==> config.mk <==
export PLATFORM = sky130hd
export DESIGN_NAME = fnorm_fifo
export DESIGN_NICKNAME = d
export VERILOG_FILES = /design/src/rtl/fnorm_pkg.sv /design/src/rtl/fnorm_fifo.sv
export SDC_FILE = /design/constraint.sdc
export NUM_CORES = 1
export LEC_CHECK = 0
export ABC_AREA = 1
export BUFFER_PORTS_ARGS = -buffer_cell sky130_fd_sc_hd__buf_2
export CAP_MARGIN = 20
export CORE_UTILIZATION = 55
export CTS_CLUSTER_SIZE = 8
export DETAILED_ROUTE_END_ITERATION = 10
export PLACE_DENSITY = 0.77
export SYNTH_ARGS = -nofsm -noshare
export SYNTH_HDL_FRONTEND = slang
export SYNTH_SLANG_ARGS = --single-unit
==> constraint.sdc <==
create_clock -name clk -period 11.1 [get_ports clk]
set_input_delay 1.11 -clock clk [delete_from_list [all_inputs] [get_ports clk]]
set_output_delay 1.11 -clock clk [all_outputs]
set_load 0.005 [all_outputs]
==> src/rtl/fnorm_pkg.sv <==
package fnorm_pkg;

  localparam int VERT_DEPTH = 4096;
  localparam int VERT_AW    = $clog2(VERT_DEPTH);
  localparam int IDX_W      = 12;
  localparam int POS_W      = 24;
  localparam int NRM_W      = 16;
  localparam int FQ_DEPTH   = 4;
  localparam int FQ_AW      = $clog2(FQ_DEPTH);

  localparam logic OP_LOAD = 1'b0;
  localparam logic OP_TRI  = 1'b1;

  typedef struct packed {
    logic signed [POS_W-1:0] x;
    logic signed [POS_W-1:0] y;
    logic signed [POS_W-1:0] z;
  } vec_t;

  // one triangle with its three fetched vertex positions
  typedef struct packed {
    logic [IDX_W-1:0] ia;
    logic [IDX_W-1:0] ib;
    logic [IDX_W-1:0] ic;
    logic             last;
    vec_t             va;
    vec_t             vb;
    vec_t             vc;
  } tri_t;

  typedef struct packed {
    logic [62:0] s;
    logic [62:0] res;
  } sq_t;

  typedef struct packed {
    logic [31:0] rem;
    logic        qb;
  } dv_t;

  // one digit of the bitwise integer square root
  function automatic sq_t sq_step(input sq_t st, input logic [62:0] b);
    sq_t o;
    logic [62:0] t;
    t = st.res + b;
    if (st.s >= t) begin
      o.s   = st.s - t;
      o.res = (st.res >> 1) + b;
    end else begin
      o.s   = st.s;
      o.res = st.res >> 1;
    end
    return o;
  endfunction

  // one quotient bit of restoring division; rem stays below twice the divisor
  function automatic dv_t div_step(input logic [31:0] rem, input logic [30:0] d);
    dv_t o;
    logic [31:0] r2;
    o.qb  = (rem >= {1'b0, d});
    r2    = o.qb ? rem - {1'b0, d} : rem;
    o.rem = {r2[30:0], 1'b0};
    return o;
  endfunction

endpackage

==> src/rtl/fnorm_fifo.sv <==
module fnorm_fifo
  import fnorm_pkg::*;
(
  input  logic            clk,
  input  logic            rst,
  input  logic            wr,
  input  tri_t            wdata,
  input  logic            rd,
  output tri_t            rdata,
  output logic            empty,
  output logic [FQ_AW:0]  level
);

  tri_t             slots [FQ_DEPTH];
  logic [FQ_AW-1:0] wp;
  logic [FQ_AW-1:0] rp;

  assign empty = (level == '0);
  assign rdata = slots[rp];

  always_ff @(posedge clk) begin
    if (wr) begin
      slots[wp] <= wdata;
    end
  end

  always_ff @(posedge clk) begin
    if (rst) begin
      wp    <= '0;
      rp    <= '0;
      level <= '0;
    end else begin
      if (wr) begin
        wp <= wp + 1'b1;
      end
      if (rd) begin
        rp <= rp + 1'b1;
      end
      if (wr && !rd) begin
        level <= level + 1'b1;
      end else if (rd && !wr) begin
        level <= level - 1'b1;
      end
    end
  end

endmodule

* After elaboration in Yosys (flattened, before gate mapping)
Memory sizes are Yosys's and may differ from the RTL's. A register that Yosys moved wholly into a read port is not among the register bits. Index checks and enable logic that the tools add are counted. Widths: inputs -> output; s select.
Storage, ports and cells: register bits 7, memory bits (writable) 1012, input port bits 257, output and inout port bits 257, word-level logic and storage cells 20, memories 1
Memories:
- slots | depth 4, width 253, read ports 1, clocked after memory_dff 1, write ports 1, RTL line fnorm_fifo.sv:14 | tri_t slots [FQ_DEPTH];
Cells by class: $add $sub $neg 4, muxes and demuxes 6, reductions and logical operators 6
Operators by type and width (count):
- $mux 3 | 2
- $add 2x1->2 const B | 2
- $mux 2 | 2
- $add 3x1->3 const B | 1
- $logic_not 3->1 | 1
- $sub 3x1->3 const B | 1
- $logic_and 1x1->1 | 2
- $logic_not 1->1 | 2
- $mux 1 | 2
- $reduce_bool 2->1 | 1

* Depth between registers and ports, before layout
word-level depth 4, gate-level depth with buffers 10

* Worst setup path after synthesis
Ideal clock, no wire load.
path type input-to-reg, from input wr, to memory slots[0][0] (netlist name), enable pin, arrival 5.994 ns, data required time 10.496 ns, slack 4.502 ns, stages 2, cells stage by stage nand2_1 > inv_1
On the way: word-level cells in the longest chain between the ends 2
RTL lines:
- start, declared | RTL line fnorm_fifo.sv:6 | input logic wr,
- $mux 1 | RTL line fnorm_fifo.sv:22 | if (wr) begin
- $mux 1 (implied by the code) | RTL line fnorm_fifo.sv:23 | slots[wp] <= wdata;
- end, declared | RTL line fnorm_fifo.sv:14
No other way between the ends.

==> results.yml <==
worst_setup_path:
  crit_type: "flop to output port"
  end_kind: "output port"
  r2r-start: "wp[1]"
  crit_arrival_ps: 4050
  cp.required_ps: 9990
  cp-start-kind: "flop"
  crit_path_max_fanout: 100
logic_synthesis:
  syn_avg_cell_area_um2: 15.1
  synth.cell_area_um2: 37700
  ys_types: 21
  ys_seq_area_frac: 0.811
  synth_edf_count: 1012
  syn_nets: 2766
  synth_ff_type: "edfxtp_1"
  syn-instance-count: 2503
  yosys_warnings: 0
  synth-async-reset-ratio: 0
  synth-seq-cells: 1021
route:
  vias: 23500
  drt-initial-drc-count: 2330
  first_pass_iters: 5
  via_per_inst: 5.95
  drc: 0
  antenna_left: 0
  wl_per_cell_um: 22.4
  routed_wl_um: 88500
cts:
  htreeDepth: 4
  cts_tree: "yes"
  post_cts_resized: 0
  clock_sinks: 1021
  ctsHoldBuffers: 0
  post_cts_buffers: 0
  clock_path_buffers: 3
  clk_latency_ps: 700
  cts_buffers: 145
  clkTransAtPathRegs_ps: 50
  root_buffer: "clkbuf_16"
floorplanning:
  design.die.area_um2: 69600
  pin_count: 514
  core_region_area_um2: 67500
  die_h_um: 264
  die_w_um: 264
  initial_core_util: 0.558
  rows: 95
timing:
  fin_tns_setup_ps: 0
  relSlewSlack: 0.215
  min_period_ps: 5160
  slew_viol_final: 0
  rsz0062_at_grt: "no"
  tightestPinTransition_ps: 1180
  period_share: 0.464
  max_clock_freq_mhz: 194
  clock_skew_ps: 15.7
  setup_viol: 0
  hold_viol: 0
final_layout:
  final_common_cell: "edfxtp_1"
  fin_nets: 3278
  most-common-layout-cells: "edfxtp_1, buf_2, nor2_1"
  drive_gt1_frac: 0.230
  final_util: 0.662
  syn2layout_area_growth_pct: 18.6
global_route:
  grt_pass1_vias: 23300
  antenna_found_initial: 31
  grt_pass1_wl_um: 132000
  track_usage: 0.250
  grt_max_degree: 249
  grt_overflow: 0
placed_design:
  hpwl_um: 47700
  gp_congestion: 0.829
  io_buffers: 513
job:
  cap_violations: 0
power_and_ir_drop:
  power.density_nw_per_um2: 201
  vdd_drop_max_mv: 0.182
  power_leakage_uw: 0.0156
status:
  status: "finished clean"
hold_path:
  min_from: "rp[1]"
  hold_path.class: "flop to flop"
==> cell usage after synthesis (3+ instances only) <==
cell type     n  area share
o21ai_0     411       0.055
nor2_1      512       0.051
nand2_1       9     0.00090
ha_1          5      0.0017
buf_6         4      0.0012
buf_4        42      0.0084
clkbuf_1    105       0.010
o21ai_1     100       0.013
inv_1        15      0.0015
edfxtp_1   1012        0.81
dfxtp_1       9      0.0048
o22ai_1     253       0.042
a21oi_1       3     0.00040
buf_2        16      0.0021
==> cell type report <==
class,instances,area [um^2]
Sequential cell,1021,30600
Fill cell,4482,22800
Multi-Input combinational cell,1298,6220
Clock buffer,160,3750
Timing Repair Buffer,532,2740
Tap cell,873,1090
Clock inverter,11,144
Inverter,17,106
Antenna cell,34,85.1
==> metal layers <==
layer,track usage,share of wire
met4,0.106,0.034
met1,0.311,0.38
met2,0.404,0.49
met3,0.0806,0.096
met5,0,0.0014
==> flip-flops by register name, indices dropped and copies added, names as in the netlist, named ones only <==
register and count:
rp 2, slots 1012, level 3, wp 2
==> power breakdown <==
| group | total [uW] | switching (uW) | internal (uW) |
|---|---|---|---|
| Sequential | 4470 | 43.4 | 4430 |
| Clock | 3830 | 1470 | 2360 |
| Combinational | 698 | 470 | 228 |
| Total | 9000 | 1990 | 7010 |
==> metrics by stage <==
stage                     cells  area [um^2]  hold slack, ps  total power (uW)  setup WS [ps]
final                      3946        44700             428              9000           5940
after global routing       3927        44700             453              9280           5650
after CTS                  3912        44600             422              9060           5930
after detailed placement   3741        40700             425              5230           6670
after floorplan            2503        37700             412              4920           4500
after global placement     3741        40700             418              5200           6850
==> worst max-delay path, cell delays in order, from the launching register on <==
cell,delay [ps]
dfxtp_4,870
buf_4,780
buf_4,910
o21ai_0,260
o22ai_1,270
buf_2,150
==> cells by family (layout without fill, tap and decap cells) <==
group,after synthesis,in the layout,share of synthesized area
AOI/OAI and AO/OA,767,767,0.110
xor gates and xnor gates,1,1,0.000232
adders and majority gates,6,6,0.00219
buffers and inverters,184,720,0.0238
DFF,1021,1021,0.811
other,0,34,0
and+or+nand+nor,524,524,0.0523
==> worst paths after layout <==
path,depth (start not counted),slack (ps),end
worst min-delay path,1,430,flop
worst max register to register,5,7820,slots[3][124]
worst max-delay path,5,5940,rdata[124]
worst min register to register,1,430,flop
No activity file was read; power rests on OpenSTA's default activity.
